[src/rtl/core/gzhl_pkg.sv]
// Package for the gzip header locator: item types, phase and status codes, helpers.
`timescale 1ns / 1ps

package gzhl_pkg;

   // Width of the running byte counter and of the data start position.
   localparam int COUNT_BITS = 32;
   localparam logic [COUNT_BITS-1:0] COUNT_MAX = '1;

   localparam logic [7:0] MAGIC_ID1 = 8'h1F;
   localparam logic [7:0] MAGIC_ID2 = 8'h8B;

   // Flag byte bits as they appear in the header.
   localparam int FLG_HCRC_BIT    = 1;
   localparam int FLG_EXTRA_BIT   = 2;
   localparam int FLG_NAME_BIT    = 3;
   localparam int FLG_COMMENT_BIT = 4;

   // Bits of the stored flag nibble.
   localparam int HF_HCRC    = 0;
   localparam int HF_EXTRA   = 1;
   localparam int HF_NAME    = 2;
   localparam int HF_COMMENT = 3;

   localparam int FIXED_LEN   = 10;
   localparam int TRAILER_LEN = 8;
   localparam int HCRC_LEN    = 2;

   // Parser phases.
   localparam logic [3:0] PH_ID1     = 4'd0;
   localparam logic [3:0] PH_ID2     = 4'd1;
   localparam logic [3:0] PH_CM      = 4'd2;
   localparam logic [3:0] PH_FLG     = 4'd3;
   localparam logic [3:0] PH_FIXED   = 4'd4;
   localparam logic [3:0] PH_XLEN0   = 4'd5;
   localparam logic [3:0] PH_XLEN1   = 4'd6;
   localparam logic [3:0] PH_EXTRA   = 4'd7;
   localparam logic [3:0] PH_NAME    = 4'd8;
   localparam logic [3:0] PH_COMMENT = 4'd9;
   localparam logic [3:0] PH_HCRC    = 4'd10;
   localparam logic [3:0] PH_DATA    = 4'd11;
   localparam logic [3:0] PH_BAD     = 4'd12;

   // First optional section to look at when a section ends.
   localparam logic [2:0] STAGE_EXTRA   = 3'd0;
   localparam logic [2:0] STAGE_NAME    = 3'd1;
   localparam logic [2:0] STAGE_COMMENT = 3'd2;
   localparam logic [2:0] STAGE_HCRC    = 3'd3;
   localparam logic [2:0] STAGE_DATA    = 3'd4;

   // Result status codes.
   localparam logic [1:0] ST_OK        = 2'd0;
   localparam logic [1:0] ST_BAD_MAGIC = 2'd1;
   localparam logic [1:0] ST_TRUNC     = 2'd2;
   localparam logic [1:0] ST_SHORT     = 2'd3;

   typedef logic [COUNT_BITS-1:0] count_type;

   typedef struct packed {
      logic [7:0] data_byte;
      logic       first_byte;
      logic       last_byte;
   } req_item_type;

   typedef struct packed {
      logic [1:0]  status;
      logic [31:0] deflate_offset;
      logic [31:0] deflate_length;
   } rsp_item_type;

   // Parser output toward the result register.
   typedef struct packed {
      logic         emit;
      rsp_item_type item;
   } parse_out_type;

   // Clamp a count to 32 bits.
   function automatic logic [31:0] sat32(input count_type v);
      logic [64:0] ext;
      ext = 65'(v);
      if (ext > 65'h0_FFFF_FFFF) begin
         return 32'hFFFF_FFFF;
      end
      return ext[31:0];
   endfunction

endpackage

[src/rtl/core/gzip_header_locator.sv]
// Top level of the gzip header locator: input register, parser and result register.
`timescale 1ns / 1ps

// Usage:
//   The req_ channel carries one byte of a gzip file per transaction, with
//   first_byte marking the start of a file and last_byte its end. For each
//   transaction with last_byte set, one rsp_ transaction follows with the
//   status, the deflate data offset and the deflate data length.
//   A transaction is taken on a clock edge where valid is high and stall low.
//   A byte is registered at acceptance and parsed from the input register;
//   its result is loaded into the result register when the byte advances.
//   Throughput: one byte per cycle while req_stall is low, as the parser
//   updates its state between the input register and the result register.
//   When the receiver stalls with a result pending, a byte that would make
//   another result waits in the input register and req_stall rises; bytes
//   that make no result keep flowing into the parser meanwhile.
//   Reset (synchronous, active high) empties both registers and returns the
//   parser to expecting the first magic byte with all counts at zero.

module gzip_header_locator
   import gzhl_pkg::*;
(
   input  logic         clock,
   input  logic         reset,
   input  logic         req_valid,
   output logic         req_stall,
   input  req_item_type req_data,
   output logic         rsp_valid,
   input  logic         rsp_stall,
   output rsp_item_type rsp_data
);

   logic          in_vld_ff, in_vld_in;
   req_item_type  in_item_ff;
   logic          advance;
   logic          accept;
   parse_out_type parse_out;
   parse_out_type rsp_load;

   // Hold the registered byte when its result has nowhere to go.
   assign advance   = in_vld_ff && !(parse_out.emit && rsp_valid && rsp_stall);
   assign req_stall = in_vld_ff && !advance;
   assign accept    = req_valid && !req_stall;
   assign in_vld_in = accept || (in_vld_ff && !advance);

   always_ff @(posedge clock) begin
      if (reset) begin
         in_vld_ff <= 1'b0;
      end else begin
         in_vld_ff <= in_vld_in;
      end
   end

   always_ff @(posedge clock) begin
      if (accept) begin
         in_item_ff <= req_data;
      end
   end

   gzhl_parse u_parse (
      .clock  (clock),
      .reset  (reset),
      .step   (advance),
      .item   (in_item_ff),
      .result (parse_out)
   );

   always_comb begin
      rsp_load      = parse_out;
      rsp_load.emit = parse_out.emit && advance;
   end

   gzhl_rsp_reg u_rsp_reg (
      .clock     (clock),
      .reset     (reset),
      .load      (rsp_load),
      .rsp_valid (rsp_valid),
      .rsp_stall (rsp_stall),
      .rsp_data  (rsp_data)
   );

   a_stall_only_when_full: assert property (@(posedge clock) disable iff (reset)
      req_stall |-> (in_vld_ff && in_item_ff.last_byte && rsp_valid))
      else $error("input stalled without a blocked result");

   a_result_follows_last: assert property (@(posedge clock) disable iff (reset)
      (advance && in_item_ff.last_byte) |=> rsp_valid)
      else $error("last byte processed without a result");

   a_held_byte_stable: assert property (@(posedge clock) disable iff (reset)
      (in_vld_ff && !advance) |=> (in_vld_ff && $stable(in_item_ff)))
      else $error("held input byte changed");

endmodule

[src/rtl/core/gzhl_parse.sv]
// Header parser: per-file state, next-state logic and result formation for one byte.
`timescale 1ns / 1ps

module gzhl_parse
   import gzhl_pkg::*;
(
   input  logic          clock,
   input  logic          reset,
   input  logic          step,
   input  req_item_type  item,
   output parse_out_type result
);

   logic [3:0]  phase_ff, phase_in;
   count_type   byte_count_ff, byte_count_in;
   logic [3:0]  flags_ff, flags_in;
   logic [15:0] skip_left_ff, skip_left_in;
   logic [7:0]  xlen_low_ff, xlen_low_in;
   count_type   data_start_ff, data_start_in;
   logic [1:0]  error_code_ff, error_code_in;

   logic [3:0]  ph_cur;
   count_type   bc_cur;
   logic [3:0]  fl_cur;
   logic [15:0] sk_cur;
   logic [7:0]  xl_cur;
   count_type   ds_cur;
   logic [1:0]  ec_cur;
   logic        enter;
   logic [2:0]  stage;
   count_type   span;
   logic [7:0]  b;

   assign b = item.data_byte;

   always_comb begin
      // Restart before taking the first byte of a file.
      if (item.first_byte) begin
         ph_cur = PH_ID1;
         bc_cur = '0;
         fl_cur = '0;
         sk_cur = '0;
         xl_cur = '0;
         ds_cur = '0;
         ec_cur = '0;
      end else begin
         ph_cur = phase_ff;
         bc_cur = byte_count_ff;
         fl_cur = flags_ff;
         sk_cur = skip_left_ff;
         xl_cur = xlen_low_ff;
         ds_cur = data_start_ff;
         ec_cur = error_code_ff;
      end

      byte_count_in = (bc_cur == COUNT_MAX) ? bc_cur : bc_cur + count_type'(1);
      phase_in      = ph_cur;
      flags_in      = fl_cur;
      skip_left_in  = sk_cur;
      xlen_low_in   = xl_cur;
      data_start_in = ds_cur;
      error_code_in = ec_cur;
      enter         = 1'b0;
      stage         = STAGE_EXTRA;

      case (ph_cur)
         PH_ID1: begin
            if (b != MAGIC_ID1) begin
               error_code_in = ST_BAD_MAGIC;
               phase_in      = PH_BAD;
            end else begin
               phase_in = PH_ID2;
            end
         end
         PH_ID2: begin
            if (b != MAGIC_ID2) begin
               error_code_in = ST_BAD_MAGIC;
               phase_in      = PH_BAD;
            end else begin
               phase_in = PH_CM;
            end
         end
         PH_CM: begin
            phase_in = PH_FLG;
         end
         PH_FLG: begin
            flags_in[HF_HCRC]    = b[FLG_HCRC_BIT];
            flags_in[HF_EXTRA]   = b[FLG_EXTRA_BIT];
            flags_in[HF_NAME]    = b[FLG_NAME_BIT];
            flags_in[HF_COMMENT] = b[FLG_COMMENT_BIT];
            skip_left_in         = 16'(FIXED_LEN - 4);
            phase_in             = PH_FIXED;
         end
         PH_FIXED: begin
            skip_left_in = sk_cur - 16'd1;
            if (skip_left_in == 16'd0) begin
               enter = 1'b1;
               stage = STAGE_EXTRA;
            end
         end
         PH_XLEN0: begin
            xlen_low_in = b;
            phase_in    = PH_XLEN1;
         end
         PH_XLEN1: begin
            skip_left_in = {b, xl_cur};
            if (skip_left_in == 16'd0) begin
               enter = 1'b1;
               stage = STAGE_NAME;
            end else begin
               phase_in = PH_EXTRA;
            end
         end
         PH_EXTRA: begin
            skip_left_in = sk_cur - 16'd1;
            if (skip_left_in == 16'd0) begin
               enter = 1'b1;
               stage = STAGE_NAME;
            end
         end
         PH_NAME: begin
            if (b == 8'd0) begin
               enter = 1'b1;
               stage = STAGE_COMMENT;
            end
         end
         PH_COMMENT: begin
            if (b == 8'd0) begin
               enter = 1'b1;
               stage = STAGE_HCRC;
            end
         end
         PH_HCRC: begin
            skip_left_in = sk_cur - 16'd1;
            if (skip_left_in == 16'd0) begin
               enter = 1'b1;
               stage = STAGE_DATA;
            end
         end
         default: begin
         end
      endcase

      // Advance to the first present section at or after the requested one.
      if (enter) begin
         if (stage <= STAGE_EXTRA && fl_cur[HF_EXTRA]) begin
            phase_in = PH_XLEN0;
         end else if (stage <= STAGE_NAME && flags_in[HF_NAME]) begin
            phase_in = PH_NAME;
         end else if (stage <= STAGE_COMMENT && flags_in[HF_COMMENT]) begin
            phase_in = PH_COMMENT;
         end else if (stage <= STAGE_HCRC && flags_in[HF_HCRC]) begin
            phase_in     = PH_HCRC;
            skip_left_in = 16'(HCRC_LEN);
         end else begin
            phase_in      = PH_DATA;
            data_start_in = byte_count_in;
         end
      end

      span = byte_count_in - data_start_in;

      result.emit = item.last_byte;
      result.item.deflate_offset = '0;
      result.item.deflate_length = '0;
      if (byte_count_in < count_type'(FIXED_LEN)) begin
         result.item.status = ST_TRUNC;
      end else if (error_code_in == ST_BAD_MAGIC) begin
         result.item.status = ST_BAD_MAGIC;
      end else if (phase_in != PH_DATA) begin
         result.item.status = ST_TRUNC;
      end else if (span < count_type'(TRAILER_LEN)) begin
         result.item.status = ST_SHORT;
      end else begin
         result.item.status         = ST_OK;
         result.item.deflate_offset = sat32(data_start_in);
         result.item.deflate_length = sat32(span - count_type'(TRAILER_LEN));
      end
   end

   always_ff @(posedge clock) begin
      if (reset || (step && item.last_byte)) begin
         phase_ff      <= PH_ID1;
         byte_count_ff <= '0;
         flags_ff      <= '0;
         skip_left_ff  <= '0;
         xlen_low_ff   <= '0;
         data_start_ff <= '0;
         error_code_ff <= '0;
      end else if (step) begin
         phase_ff      <= phase_in;
         byte_count_ff <= byte_count_in;
         flags_ff      <= flags_in;
         skip_left_ff  <= skip_left_in;
         xlen_low_ff   <= xlen_low_in;
         data_start_ff <= data_start_in;
         error_code_ff <= error_code_in;
      end
   end

   a_err_zero_fields: assert property (@(posedge clock) disable iff (reset)
      (result.emit && result.item.status != ST_OK) |->
         (result.item.deflate_offset == 32'd0 && result.item.deflate_length == 32'd0))
      else $error("error result carries nonzero offset or length");

   a_restart_after_result: assert property (@(posedge clock) disable iff (reset)
      (step && item.last_byte) |=> (phase_ff == PH_ID1 && byte_count_ff == '0))
      else $error("parser did not restart after a result");

   a_ok_offset_min: assert property (@(posedge clock) disable iff (reset)
      (result.emit && result.item.status == ST_OK) |->
         (result.item.deflate_offset >= 32'(FIXED_LEN)))
      else $error("ok result with offset inside fixed header");

endmodule

[src/rtl/core/gzhl_rsp_reg.sv]
// Result register: holds one transaction until the receiver takes it.
`timescale 1ns / 1ps

module gzhl_rsp_reg
   import gzhl_pkg::*;
(
   input  logic          clock,
   input  logic          reset,
   input  parse_out_type load,
   output logic          rsp_valid,
   input  logic          rsp_stall,
   output rsp_item_type  rsp_data
);

   logic         valid_ff, valid_in;
   rsp_item_type data_ff;

   assign valid_in = load.emit || (valid_ff && rsp_stall);

   always_ff @(posedge clock) begin
      if (reset) begin
         valid_ff <= 1'b0;
      end else begin
         valid_ff <= valid_in;
      end
   end

   always_ff @(posedge clock) begin
      if (load.emit) begin
         data_ff <= load.item;
      end
   end

   assign rsp_valid = valid_ff;
   assign rsp_data  = data_ff;

   a_no_overwrite: assert property (@(posedge clock) disable iff (reset)
      (valid_ff && rsp_stall) |-> !load.emit)
      else $error("result register overwritten while stalled");

   a_hold_when_stalled: assert property (@(posedge clock) disable iff (reset)
      (valid_ff && rsp_stall) |=> (valid_ff && $stable(data_ff)))
      else $error("stalled result changed");

   a_drop_when_taken: assert property (@(posedge clock) disable iff (reset)
      (valid_ff && !rsp_stall && !load.emit) |=> !valid_ff)
      else $error("taken result still shown");

endmodule

[config.mk]
export PLATFORM = sky130hd
export DESIGN_NAME = gzip_header_locator
export DESIGN_NICKNAME = d
export VERILOG_FILES = /design/src/rtl/core/gzhl_pkg.sv /design/src/rtl/core/gzip_header_locator.sv /design/src/rtl/core/gzhl_parse.sv /design/src/rtl/core/gzhl_rsp_reg.sv
export SDC_FILE = /design/constraint.sdc
export NUM_CORES = 1
export LEC_CHECK = 0
export ABC_CLOCK_PERIOD_IN_PS = 8600
export BUFFER_PORTS_ARGS = -buffer_cell sky130_fd_sc_hd__buf_4
export CAP_MARGIN = 10
export CORE_MARGIN = 2
export CORE_UTILIZATION = 40
export CTS_CLUSTER_DIAMETER = 40
export DETAILED_ROUTE_END_ITERATION = 10
export PLACE_DENSITY = 0.56
export SLEW_MARGIN = 20
export SYNTH_ARGS = -nofsm -noshare
export SYNTH_HDL_FRONTEND = slang
export SYNTH_HIERARCHICAL = 1
export SYNTH_SLANG_ARGS = --single-unit
[constraint.sdc]
create_clock -name clock -period 8.6 [get_ports clock]
set_input_delay 2.15 -clock clock [delete_from_list [all_inputs] [get_ports clock]]
set_output_delay 2.15 -clock clock [all_outputs]
set_load 0.03 [all_outputs]
==> results.env, run 1 <==
BUFFER_PORTS.INSERTED=81
MULTIINPUTGATEAREA_MM2=0.00741
SYNTH_AREA_LEADERS='sky130_fd_sc_hd__edfxtp_1 19%, sky130_fd_sc_hd__dfxtp_1 16%, sky130_fd_sc_hd__nor2_1 7.1%'
SYNTH_CELLS=1488
GRT_MAX_DEGREE=114
STATUS='finished clean'
CRITICALPATHCATEGORY='reg -> reg'
POWERDENSITY_mW_PER_MM2=158
DETAIL-ROUTE-ANTENNA-NETS=0
CRITICAL_PATH_ARRIVAL_NS=8.20
TRITONCTS='done'
NFILLCELLS=2983
FINAL-SEQ-AREA_MM2=0.00428
ROOT_BUFFER='sky130_fd_sc_hd__clkbuf_16'
MAX-VDD-IR-DROP_uV=129
HOLD_DEPTH=2
CORE.ROWCOUNT=63
UTILIZATION=0.460
HOLD_VIOLATIONS=0
SYNTH_FF_TYPE='sky130_fd_sc_hd__dfxtp_1'
MAX_SLEW_MARGIN=0.338
SYNTH_EDF_COUNT=76
CP-START-KIND='register'
PATH_MAX_FANOUT=56
CTS_SINKS=176
HOLDCRITPATHCLASS='reg -> reg'
WORST_SETUP_HOLD_PATH_CLK_SLEW_NS=0.07
SYNTH.TOP_CELL.AREA_SHARE=0.187
ROUTABILITYCONGESTION=0.981
VIAS=11600
POST-ROUTE-MIN-PERIOD_NS=8.02
CRIT_PATH_END_KIND='register'
TIMING.REG2REG.WORST_PATH_DEPTH=27
NUMBER_OF_GLOBAL_ROUTE_VIAS_BEFORE_REPAIR=10700
AREA_GROWTH_PCT=12.5
TIMING.REG2REG.SETUP_SLACK_NS=0.58
DETAIL_ROUTE.WIRELENGTH_UM=39800
SYNTHESIZED_FLOP_AND_LATCH_TOTAL=176
CRITICAL_PATH_REQUIRED_NS=8.78
YS_ASYNC_SR_FRACTION=0
WORSTSKEWPAIRLATENCY_NS=0.45
POST_CTS_HOLD_BUFFER_COUNT=0
SYNTH.CELL_AREA_MM2=0.0122
YOSYS.CELL_TYPES.COUNT=94
FINALCLOCKSKEW_NS=0.0127
DRT_ITER0_DRC=1080
DIE-WIDTH_UM=179
POST_SYNTH.CELL_AREA_AVG_UM2=8.19
DRC=0
VIA_PER_INST=6.02
INITIAL_DRT_PASS_ITERATIONS=5
TIMING.SETUP.TNS_NS=0
MAXCAPVIOLCOUNT=0
ANTENNA_FOUND_INITIAL=0
CLOCK_TREE.HTREE_LEVEL_COUNT=4
AVG_WL_PER_CELL_UM=20.7
DIODES=0
PLACE.DETAILED.HPWL_UM=29400
WIRE_LENGTH_OF_THE_FIRST_GLOBAL_ROUTING_PASS_UM=61700
GRT_SETUP_UNREPAIRED='false'
FINAL_NETS=1569
YOSYSSEQAREASHARE=0.351
POWER.LEAKAGE_uW=0.00497
YOSYS_WARNINGS=6
FLOORPLAN.INITIALDENSITY=0.409
LIBRARY_CELL_WITH_THE_HIGHEST_INSTANCE_COUNT_AFTER_SYNTHESIS='sky130_fd_sc_hd__nor2_1'
GRT.TOTAL_USAGE=0.252
LAYOUT-DRIVE-GT1-SHARE=0.124
SYNTH_TOP_CELLS_BY_COUNT='231 x sky130_fd_sc_hd__nor2_1, 152 x sky130_fd_sc_hd__a21oi_1, 109 x sky130_fd_sc_hd__nand2_1'
GRT.OVERFLOW.TOTAL=0
DIE_AREA_MM2=0.0319
FINAL-SETUP-VIOL-COUNT=0
SHARE_OF_THE_CLOCK_PERIOD_USED_BY_THE_WORST_PATH_AFTER_LAYOUT=0.932
SYNTHDOMINANTAREACELLTYPE='sky130_fd_sc_hd__edfxtp_1'
CHIPHEIGHT_UM=179
NET_COUNT_AFTER_SYNTHESIS=1537
CTS_MADE_BUFFERS=17
TIGHTEST_SLEW_NS=0.985
MAX_FREQ_MHz=125
COREAREA_MM2=0.0298
FLOORPLAN.IO_PINS=82
CLK_PATH_BUF_DEPTH=2
REPORT.FINAL.SLEW_VIOL_COUNT=0
==> final cells by class <==
cell class	instances	share of cell area
multi-input cells	1182	0.540
flip-flops and latches	176	0.312
repair buffers	107	0.0619
well taps	390	0.0356
clock buffers	18	0.0313
inverters	36	0.00985
clock inverters	14	0.00858
==> worst paths after layout <==
| check | start | end |
|---|---|---|
| max | in_item_ff[1]$_DFFE_PP_ | u_rsp_reg/rsp_data[13]$_DFFE_PP_ |
| min | u_parse/data_start_ff[26]$_SDFFE_PP0P_ | u_parse/data_start_ff[26]$_SDFFE_PP0P_ |
| max reg2reg | in_item_ff[1]$_DFFE_PP_ | u_rsp_reg/rsp_data[13]$_DFFE_PP_ |
| min reg2reg | u_parse/data_start_ff[26]$_SDFFE_PP0P_ | u_parse/data_start_ff[26]$_SDFFE_PP0P_ |
==> metal layers <==
metal	global-route usage	vias up	routed length [um]
met2	0.414	373	19000
met5	0	-	0
met3	0.0443	48	1990
met4	0.0742	0	932
li1	-	5588	-
met1	0.337	5574	17900
==> cells in the final DEF (no fill, tap or decap), types with 9 or more instances in the layout <==
cell / instances
sky130_fd_sc_hd__a211oi_1: 42
sky130_fd_sc_hd__a21o_1: 26
sky130_fd_sc_hd__a21oi_1: 150
sky130_fd_sc_hd__a22oi_1: 17
sky130_fd_sc_hd__a31oi_1: 13
sky130_fd_sc_hd__and3_1: 10
sky130_fd_sc_hd__buf_4: 104
sky130_fd_sc_hd__clkbuf_16: 17
sky130_fd_sc_hd__dfxtp_1: 100
sky130_fd_sc_hd__edfxtp_1: 76
sky130_fd_sc_hd__ha_1: 34
sky130_fd_sc_hd__inv_1: 35
sky130_fd_sc_hd__mux2i_1: 19
sky130_fd_sc_hd__nand2_1: 109
sky130_fd_sc_hd__nand2b_1: 14
sky130_fd_sc_hd__nand3_1: 31
sky130_fd_sc_hd__nand4_1: 28
sky130_fd_sc_hd__nor2_1: 230
sky130_fd_sc_hd__nor2b_1: 13
sky130_fd_sc_hd__nor3_1: 61
sky130_fd_sc_hd__nor3b_1: 36
sky130_fd_sc_hd__nor4_1: 14
sky130_fd_sc_hd__o21ai_0: 46
sky130_fd_sc_hd__o21bai_1: 9
sky130_fd_sc_hd__o31ai_1: 14
sky130_fd_sc_hd__or3_1: 20
sky130_fd_sc_hd__or4_1: 15
sky130_fd_sc_hd__xnor2_1: 41
sky130_fd_sc_hd__xor2_1: 23
==> logic make-up after synthesis <==
family,synth area share
AO/OA/AOI/OAI,0.234
XOR/XNOR,0.0500
adder cells (fa/ha/maj),0.0365
buffers and inverters,0.0456
flip-flops,0.351
multiplexers,0.0174
AND/OR/NAND/NOR,0.265
==> report_power, final <==
| group | leakage (uW) | internal (uW) | total [uW] | switching [uW] |
|---|---|---|---|---|
| combinational | 0.00324 | 177 | 503 | 326 |
| clock | 0.000259 | 378 | 743 | 365 |
| sequential | 0.00148 | 896 | 917 | 21.4 |
==> timing repair <==
action                                  in CTS  in global routing
endpoints found under the setup margin       0                 57
gates resized for setup                      0                  3
setup buffers                                0                  1
==> stage by stage <==
step           area [um^2]  worst slack (ns)  hold slack [ns]  power [uW]  cells
5_1_grt              13700            0.0331            0.498        2270   1923
2_1_floorplan        12200             0.694            0.452        1290   1488
3_3_place_gp         13100             0.635            0.460        1430   1889
6_report             13700             0.584            0.476        2160   1923
4_1_cts              13700             0.554            0.476        2180   1921
3_5_place_dp         13100             0.577            0.468        1430   1889
==> state kept, by name, summed over array words and instances, names as in the netlist <==
| register | count |
|---|---|
| in_vld_ff | 1 |
| u_rsp_reg/rsp_valid | 1 |
| in_item_ff | 10 |
| u_rsp_reg/rsp_data | 66 |
| u_parse/skip_left_ff | 16 |
| u_parse/error_code_ff | 2 |
| u_parse/xlen_low_ff | 8 |
| u_parse/flags_ff | 4 |
| u_parse/data_start_ff | 32 |
| u_parse/phase_ff | 4 |
| u_parse/byte_count_ff | 32 |
==> critical path, cell delays in order (launching register included) <==
cell                       delay (ns)
sky130_fd_sc_hd__edfxtp_1        0.39
sky130_fd_sc_hd__inv_1           0.09
sky130_fd_sc_hd__nand2_1         0.10
sky130_fd_sc_hd__ha_1            0.38
sky130_fd_sc_hd__or3b_2          0.53
sky130_fd_sc_hd__nor4b_1         0.26
sky130_fd_sc_hd__a211oi_1        0.14
sky130_fd_sc_hd__nor4_4          0.50
sky130_fd_sc_hd__a21oi_2         0.21
sky130_fd_sc_hd__nor2_4          0.32
sky130_fd_sc_hd__buf_4           0.34
sky130_fd_sc_hd__nor3b_1         0.09
sky130_fd_sc_hd__a21oi_1         0.30
sky130_fd_sc_hd__ha_1            0.44
sky130_fd_sc_hd__a21oi_1         0.24
sky130_fd_sc_hd__o21ai_0         0.20
sky130_fd_sc_hd__a221oi_1        0.41
sky130_fd_sc_hd__o21bai_1        0.18
sky130_fd_sc_hd__a21oi_1         0.19
sky130_fd_sc_hd__o21ai_0         0.23
sky130_fd_sc_hd__a221o_1         0.36
sky130_fd_sc_hd__a21oi_1         0.21
sky130_fd_sc_hd__xnor2_1         0.18
sky130_fd_sc_hd__nor3_1          0.27
sky130_fd_sc_hd__nand4b_2        0.27
sky130_fd_sc_hd__o41ai_4         0.46
sky130_fd_sc_hd__buf_12          0.31
sky130_fd_sc_hd__nor2_1          0.11
Note: power is estimated with default switching activity, not from simulation.
==> run 2: changes to the inputs <==
CTS_BUF_LIST = sky130_fd_sc_hd__clkbuf_2 sky130_fd_sc_hd__clkbuf_4 sky130_fd_sc_hd__clkbuf_8   (was not set)
PLACE_DENSITY = 0.65   (was 0.56)
==> run 2 against run 1 <==
Effect of this change: total power fell by 7.7%; register-to-register slack improved by 0.28 ns; worst hold slack improved by 0.0028 ns; non-clock buffer count rose by 8; critical path depth rose by 2; sequential share of layout area rose by 0.34 points; cell count rose by 0.42%; clock-buffer cell count did not move; routed wire length fell by 5.2%; global-route usage fell by 1.3 points.
==> results.env, run 2 (synthesis results as in run 1) <==
STATUS='finished clean'
CTS_MADE_BUFFERS=17
ROUTABILITYCONGESTION=0.961
DRT_ITER0_DRC=1339
CRITICAL_PATH_ARRIVAL_NS=7.96
FINALCLOCKSKEW_NS=0.0196
CTS_SINKS=176
CRITICALPATHCATEGORY='reg -> reg'
BUFFER_PORTS.INSERTED=81
POWERDENSITY_mW_PER_MM2=147
INITIAL_DRT_PASS_ITERATIONS=7
CRIT_PATH_TOP_DELAY_CELL='sky130_fd_sc_hd__or3b_2'
TIGHTEST_SLEW_NS=1.11
POWER.LEAKAGE_uW=0.00493
WIRE_LENGTH_OF_THE_FIRST_GLOBAL_ROUTING_PASS_UM=59900
WORST_PATH_DOMINANT_CELL_FAMILY='simple AND/OR/NAND/NOR gates'
CORE.ROWCOUNT=63
HOLD_WS_NS=0.479
CRIT_PATH_END_KIND='register'
DRC=0
FINAL_NETS=1577
CRITICAL-PATH-MAX-STAGE-DELAY_NS=0.53
CP_NUM_BUF_INV=6
UTILIZATION=0.455
AREA_GROWTH_PCT=11.3
HOLDCRITPATHCLASS='reg -> reg'
GRT.TOTAL_USAGE=0.239
DIODES=0
CLOCKPOWERSHARE=0.289
MAX-VDD-IR-DROP_uV=100
DIE_AREA_MM2=0.0319
NET-SWITCHING-POWER_uW=684
CLK_PATH_BUF_DEPTH=2
WORSTSKEWPAIRLATENCY_NS=0.49
FINALNONFILLERCELLS=1931
LAYOUT-DRIVE-GT1-SHARE=0.128
POST-ROUTE-MIN-PERIOD_NS=7.73
ANTENNA_FOUND_INITIAL=0
MAXCAPVIOLCOUNT=0
SW_FRAC_OF_TOTAL=0.343
DETAIL-ROUTE-ANTENNA-NETS=0
TIMING.REG2REG.SETUP_SLACK_NS=0.87
GRT_MAX_DEGREE=114
PLACE.DETAILED.HPWL_UM=27500
AVG_WL_PER_CELL_UM=19.6
FINAL_COMMON_CELL='sky130_fd_sc_hd__nor2_1'
MAX_FREQ_MHz=129
SHARE_OF_THE_CLOCK_PERIOD_USED_BY_THE_WORST_PATH_AFTER_LAYOUT=0.899
WORST_SETUP_HOLD_PATH_CLK_SLEW_NS=0.09
COMBINATIONAL_FRACTION_OF_DESIGN_POWER=0.253
POWER_FRAC_SEQ=0.459
LAYOUT.CELLS.MOST_COMMON_LIST='230 x sky130_fd_sc_hd__nor2_1, 150 x sky130_fd_sc_hd__a21oi_1, 113 x sky130_fd_sc_hd__buf_4, 109 x sky130_fd_sc_hd__nand2_1, 100 x sky130_fd_sc_hd__dfxtp_1'
ROOT_BUFFER='sky130_fd_sc_hd__clkbuf_8'
FLOORPLAN.INITIALDENSITY=0.409
NFILLCELLS=3047
FLOORPLAN.IO_PINS=82
COREAREA_MM2=0.0298
GRT.OVERFLOW.TOTAL=0
CRITICAL_PATH_REQUIRED_NS=8.82
CP-START-KIND='register'
FINAL-SETUP-VIOL-COUNT=0
CHIPHEIGHT_UM=179
VIAS=11600
CP_COMMON_CELL='sky130_fd_sc_hd__buf_4'
REPORT.FINAL.SLEW_VIOL_COUNT=0
GRT_SETUP_UNREPAIRED='false'
TRITONCTS='done'
LARGEST_REGISTER_FF_COUNT=66
VIA_PER_INST=6.03
TOTALPOWERFINAL_uW=2000
TIMING.SETUP.TNS_NS=0
CLOCK_TREE.HTREE_LEVEL_COUNT=4
INTERNAL-POWER_uW=1310
POST_CTS_HOLD_BUFFER_COUNT=0
NUMPLACEDINSTANCES=1896
NUMBER_OF_GLOBAL_ROUTE_VIAS_BEFORE_REPAIR=10600
MAX_SLEW_MARGIN=0.261
HOLD_VIOLATIONS=0
PATH_MAX_FANOUT=50
DIE-WIDTH_UM=179
DETAIL_ROUTE.WIRELENGTH_UM=37800
-- run 2: layout make-up --
cell class / instances / area (um^2) / area share
Sequential cell: 176 / 4280 / 0.316
Tap cell: 390 / 488 / 0.0360
Clock buffer: 18 / 248 / 0.0183
Inverter: 36 / 135 / 0.00996
Timing Repair Buffer: 115 / 882 / 0.0650
Clock inverter: 14 / 130 / 0.00959
Multi-Input combinational cell: 1182 / 7400 / 0.545
-- run 2: power groups by stage --
stage / Clock, uW / Sequential (uW) / Combinational (uW)
2_1_floorplan: 0 / 949 / 342
3_3_place_gp: 0 / 935 / 494
3_5_place_dp: 0 / 935 / 495
4_1_cts: 593 / 916 / 498
5_1_grt: 615 / 920 / 549
6_report: 577 / 916 / 504
-- run 2: worst register-to-register path, delay by kind of cell (launching register included) --
family	cells	cell delay (ns)
AND/OR/NAND/NOR	12	3.02
buffers and inverters	6	1.11
XOR/XNOR	1	0.38
AO/OA/AOI/OAI	8	1.73
adder cells (fa/ha/maj)	2	0.83
flip-flops	1	0.41
-- run 2: repair_timing --
item,in CTS,in global routing
endpoints found under the setup margin,0,51
buffers inserted,0,3
resized for setup,0,4
-- run 2: path summary, 6_finish.rpt --
kind / startpoint / end / cells past startpoint
max: in_item_ff[1]$_DFFE_PP_ / u_rsp_reg/rsp_data[10]$_DFFE_PP_ / 29
min: u_parse/data_start_ff[25]$_SDFFE_PP0P_ / u_parse/data_start_ff[25]$_SDFFE_PP0P_ / 2
max reg2reg: in_item_ff[1]$_DFFE_PP_ / u_rsp_reg/rsp_data[10]$_DFFE_PP_ / 29
min reg2reg: u_parse/data_start_ff[25]$_SDFFE_PP0P_ / u_parse/data_start_ff[25]$_SDFFE_PP0P_ / 2
-- run 2: metrics by stage --
stage               instance area (um^2)  worst slack (ns)
floorplan                          12200             0.694
global placement                   13100             0.771
detailed placement                 13100             0.628
CTS                                13500             0.604
global route                       13600             0.150
finish                             13600             0.865
-- run 2: layer usage --
metal,routed length (um),global-route usage,vias to the layer above
met5,0,0,-
met4,440,0.0518,0
met2,17400,0.383,407
met3,2090,0.0298,32
li1,-,-,5600
met1,17800,0.344,5604
==> run 3: changes to the inputs <==
CORE_ASPECT_RATIO = 0.9   (was not set)
==> run 3 against run 2 <==
Effect of this change: global-route usage hardly changed; critical path depth down 2; total power grew 2.5%; worst hold slack about the same; worst setup slack got worse by 0.29 ns; first-iteration DRC count is 3.8% lower; clock skew rose by 0.0016 ns; die area is essentially flat; flip-flop and latch count is the same; combinational power hardly changed; register-to-register slack worse by 0.29 ns.
==> results.env, run 3 (synthesis results as in run 1) <==
SHARE_OF_THE_CLOCK_PERIOD_USED_BY_THE_WORST_PATH_AFTER_LAYOUT=0.933
SW_FRAC_OF_TOTAL=0.330
CRITICAL_PATH_ARRIVAL_NS=8.25
MAXCAPVIOLCOUNT=0
AREA_GROWTH_PCT=11.1
DIODES=0
POWER_FRAC_SEQ=0.447
DETAIL_ROUTE.WIRELENGTH_UM=38100
CLOCK_TREE.HTREE_LEVEL_COUNT=4
LARGEST_REGISTER_FF_COUNT=66
CRITICALPATHCATEGORY='reg -> reg'
GRT_SETUP_UNREPAIRED='false'
CLK_PATH_BUF_DEPTH=2
HOLD_VIOLATIONS=0
POST-ROUTE-MIN-PERIOD_NS=8.02
VIAS=11700
COREAREA_MM2=0.0300
GRT.OVERFLOW.TOTAL=0
NUMBER_OF_GLOBAL_ROUTE_VIAS_BEFORE_REPAIR=10500
ROUTABILITYCONGESTION=0.993
CRIT_PATH_END_KIND='register'
FINAL_COMMON_CELL='sky130_fd_sc_hd__nor2_1'
COMBINATIONAL_FRACTION_OF_DESIGN_POWER=0.245
DRC=0
POST-CTS-SETUP-BUFFER-COUNT=0
ROOT_BUFFER='sky130_fd_sc_hd__clkbuf_8'
STATUS='finished clean'
DETAIL-ROUTE-ANTENNA-NETS=0
TRITONCTS='done'
NUMPLACEDINSTANCES=1901
TIGHTEST_SLEW_NS=0.942
WIRE_LENGTH_OF_THE_FIRST_GLOBAL_ROUTING_PASS_UM=60100
CHIPHEIGHT_UM=170
CLOCKPOWERSHARE=0.307
FLOORPLAN.INITIALDENSITY=0.407
LAYOUT.CELLS.MOST_COMMON_LIST='230 x sky130_fd_sc_hd__nor2_1, 151 x sky130_fd_sc_hd__a21oi_1, 109 x sky130_fd_sc_hd__nand2_1, 102 x sky130_fd_sc_hd__buf_4, 100 x sky130_fd_sc_hd__dfxtp_1'
AVG_WL_PER_CELL_UM=19.7
NET-SWITCHING-POWER_uW=675
FINAL_NETS=1566
PLACE.DETAILED.HPWL_UM=27900
LAYOUT-DRIVE-GT1-SHARE=0.121
NFILLCELLS=2928
POWER.LEAKAGE_uW=0.00489
ANTENNA_FOUND_INITIAL=1
GRT_MAX_DEGREE=114
INITIAL_DRT_PASS_ITERATIONS=7
DIE_AREA_MM2=0.0319
POWERDENSITY_mW_PER_MM2=151
WORST_SETUP_HOLD_PATH_CLK_SLEW_NS=0.09
GRT.TOTAL_USAGE=0.239
CRITICAL_PATH_REQUIRED_NS=8.82
VIA_PER_INST=6.05
PATH_MAX_FANOUT=54
DPL-INSTANCE-AREA_MM2=0.0131
CTS_MADE_BUFFERS=17
WORSTSKEWPAIRLATENCY_NS=0.50
REPORT.FINAL.SLEW_VIOL_COUNT=0
MAX_FREQ_MHz=125
BUFFER_PORTS.INSERTED=81
FINALCLOCKSKEW_NS=0.0213
FINAL-SETUP-VIOL-COUNT=0
INTERNAL-POWER_uW=1370
CP-START-KIND='register'
DESIGN_AREA_MM2=0.0135
DIE-WIDTH_UM=188
CORE.ROWCOUNT=60
MAX-VDD-IR-DROP_uV=115
FINALNONFILLERCELLS=1932
DRT_ITER0_DRC=1288
CTS_SINKS=176
TIMING.SETUP.TNS_NS=0
FLOORPLAN.IO_PINS=82
HOLDCRITPATHCLASS='reg -> reg'
HOLD_WS_NS=0.480
TOTALPOWERFINAL_uW=2050
MAX_SLEW_MARGIN=0.372
-- run 3: worst paths after layout --
path	start	depth (start not counted)	slack [ns]	end
setup / recovery	in_item_ff[1]$_DFFE_PP_	27	0.58	u_rsp_reg/rsp_data[63]$_DFFE_PP_
hold / removal	u_parse/data_start_ff[26]$_SDFFE_PP0P_	2	0.48	u_parse/data_start_ff[26]$_SDFFE_PP0P_
setup reg to reg	in_item_ff[1]$_DFFE_PP_	27	0.58	u_rsp_reg/rsp_data[63]$_DFFE_PP_
hold reg to reg	u_parse/data_start_ff[26]$_SDFFE_PP0P_	2	0.48	u_parse/data_start_ff[26]$_SDFFE_PP0P_
-- run 3: area by class of cell --
class / count / area [um^2] / area share
repair buffers: 104 / 806 / 0.0595
multi-input cells: 1182 / 7400 / 0.546
flip-flops and latches: 176 / 4280 / 0.316
well taps: 403 / 504 / 0.0372
clock inverters: 12 / 158 / 0.0116
clock buffers: 19 / 262 / 0.0193
inverters: 36 / 135 / 0.00998
-- run 3: per-stage QoR --
| step | util | setup WS (ns) |
|---|---|---|
| after floorplan | - | 0.694 |
| after global placement | 0.438 | 0.962 |
| after detailed placement | 0.438 | 0.785 |
| after CTS | 0.452 | 0.722 |
| after global routing | 0.452 | 0.0104 |
| final | 0.452 | 0.578 |
-- run 3: repair_timing --
action,in CTS,in global routing
hold buffers,0,0
gates resized for setup,0,1
endpoints found under the setup margin,0,43
-- run 3: critical path, stage by stage, from the launching register on --
cell and delay [ns]:
sky130_fd_sc_hd__edfxtp_1 0.41, sky130_fd_sc_hd__inv_1 0.09, sky130_fd_sc_hd__nand2_1 0.09, sky130_fd_sc_hd__ha_1 0.38, sky130_fd_sc_hd__or3b_2 0.54, sky130_fd_sc_hd__nor4b_1 0.28, sky130_fd_sc_hd__a211oi_1 0.16, sky130_fd_sc_hd__nor4_4 0.48
sky130_fd_sc_hd__a21oi_1 0.28, sky130_fd_sc_hd__nor2_4 0.34, sky130_fd_sc_hd__buf_4 0.34, sky130_fd_sc_hd__nor3b_1 0.09, sky130_fd_sc_hd__a21oi_1 0.24, sky130_fd_sc_hd__ha_1 0.40, sky130_fd_sc_hd__a21oi_1 0.26, sky130_fd_sc_hd__o21ai_0 0.18
sky130_fd_sc_hd__o21ai_0 0.38, sky130_fd_sc_hd__inv_1 0.09, sky130_fd_sc_hd__nand2_1 0.10, sky130_fd_sc_hd__o21ai_0 0.11, sky130_fd_sc_hd__nor3_2 0.24, sky130_fd_sc_hd__xor2_1 0.44, sky130_fd_sc_hd__nand4_2 0.20, sky130_fd_sc_hd__nor4b_4 0.39
sky130_fd_sc_hd__nand3_2 0.31, sky130_fd_sc_hd__o41ai_4 0.49, sky130_fd_sc_hd__buf_12 0.28, sky130_fd_sc_hd__nor3_1 0.09
-- run 3: power by group through the flow --
| stage | logic (uW) | registers (uW) | clock network [uW] |
|---|---|---|---|
| global placement | 493 | 935 | 0 |
| detailed placement | 492 | 935 | 0 |
| finish | 503 | 916 | 629 |
| global route | 546 | 920 | 677 |
| floorplan | 342 | 949 | 0 |
| CTS | 494 | 916 | 644 |
-- run 3: metal layers --
metal | global-route usage | up-vias | part of all wire
met2 | 0.357 | 464 | 0.43
met5 | 0 | - | 0
met4 | 0.0719 | 0 | 0.023
met3 | 0.0513 | 57 | 0.084
li1 | - | 5583 | -
met1 | 0.343 | 5582 | 0.46
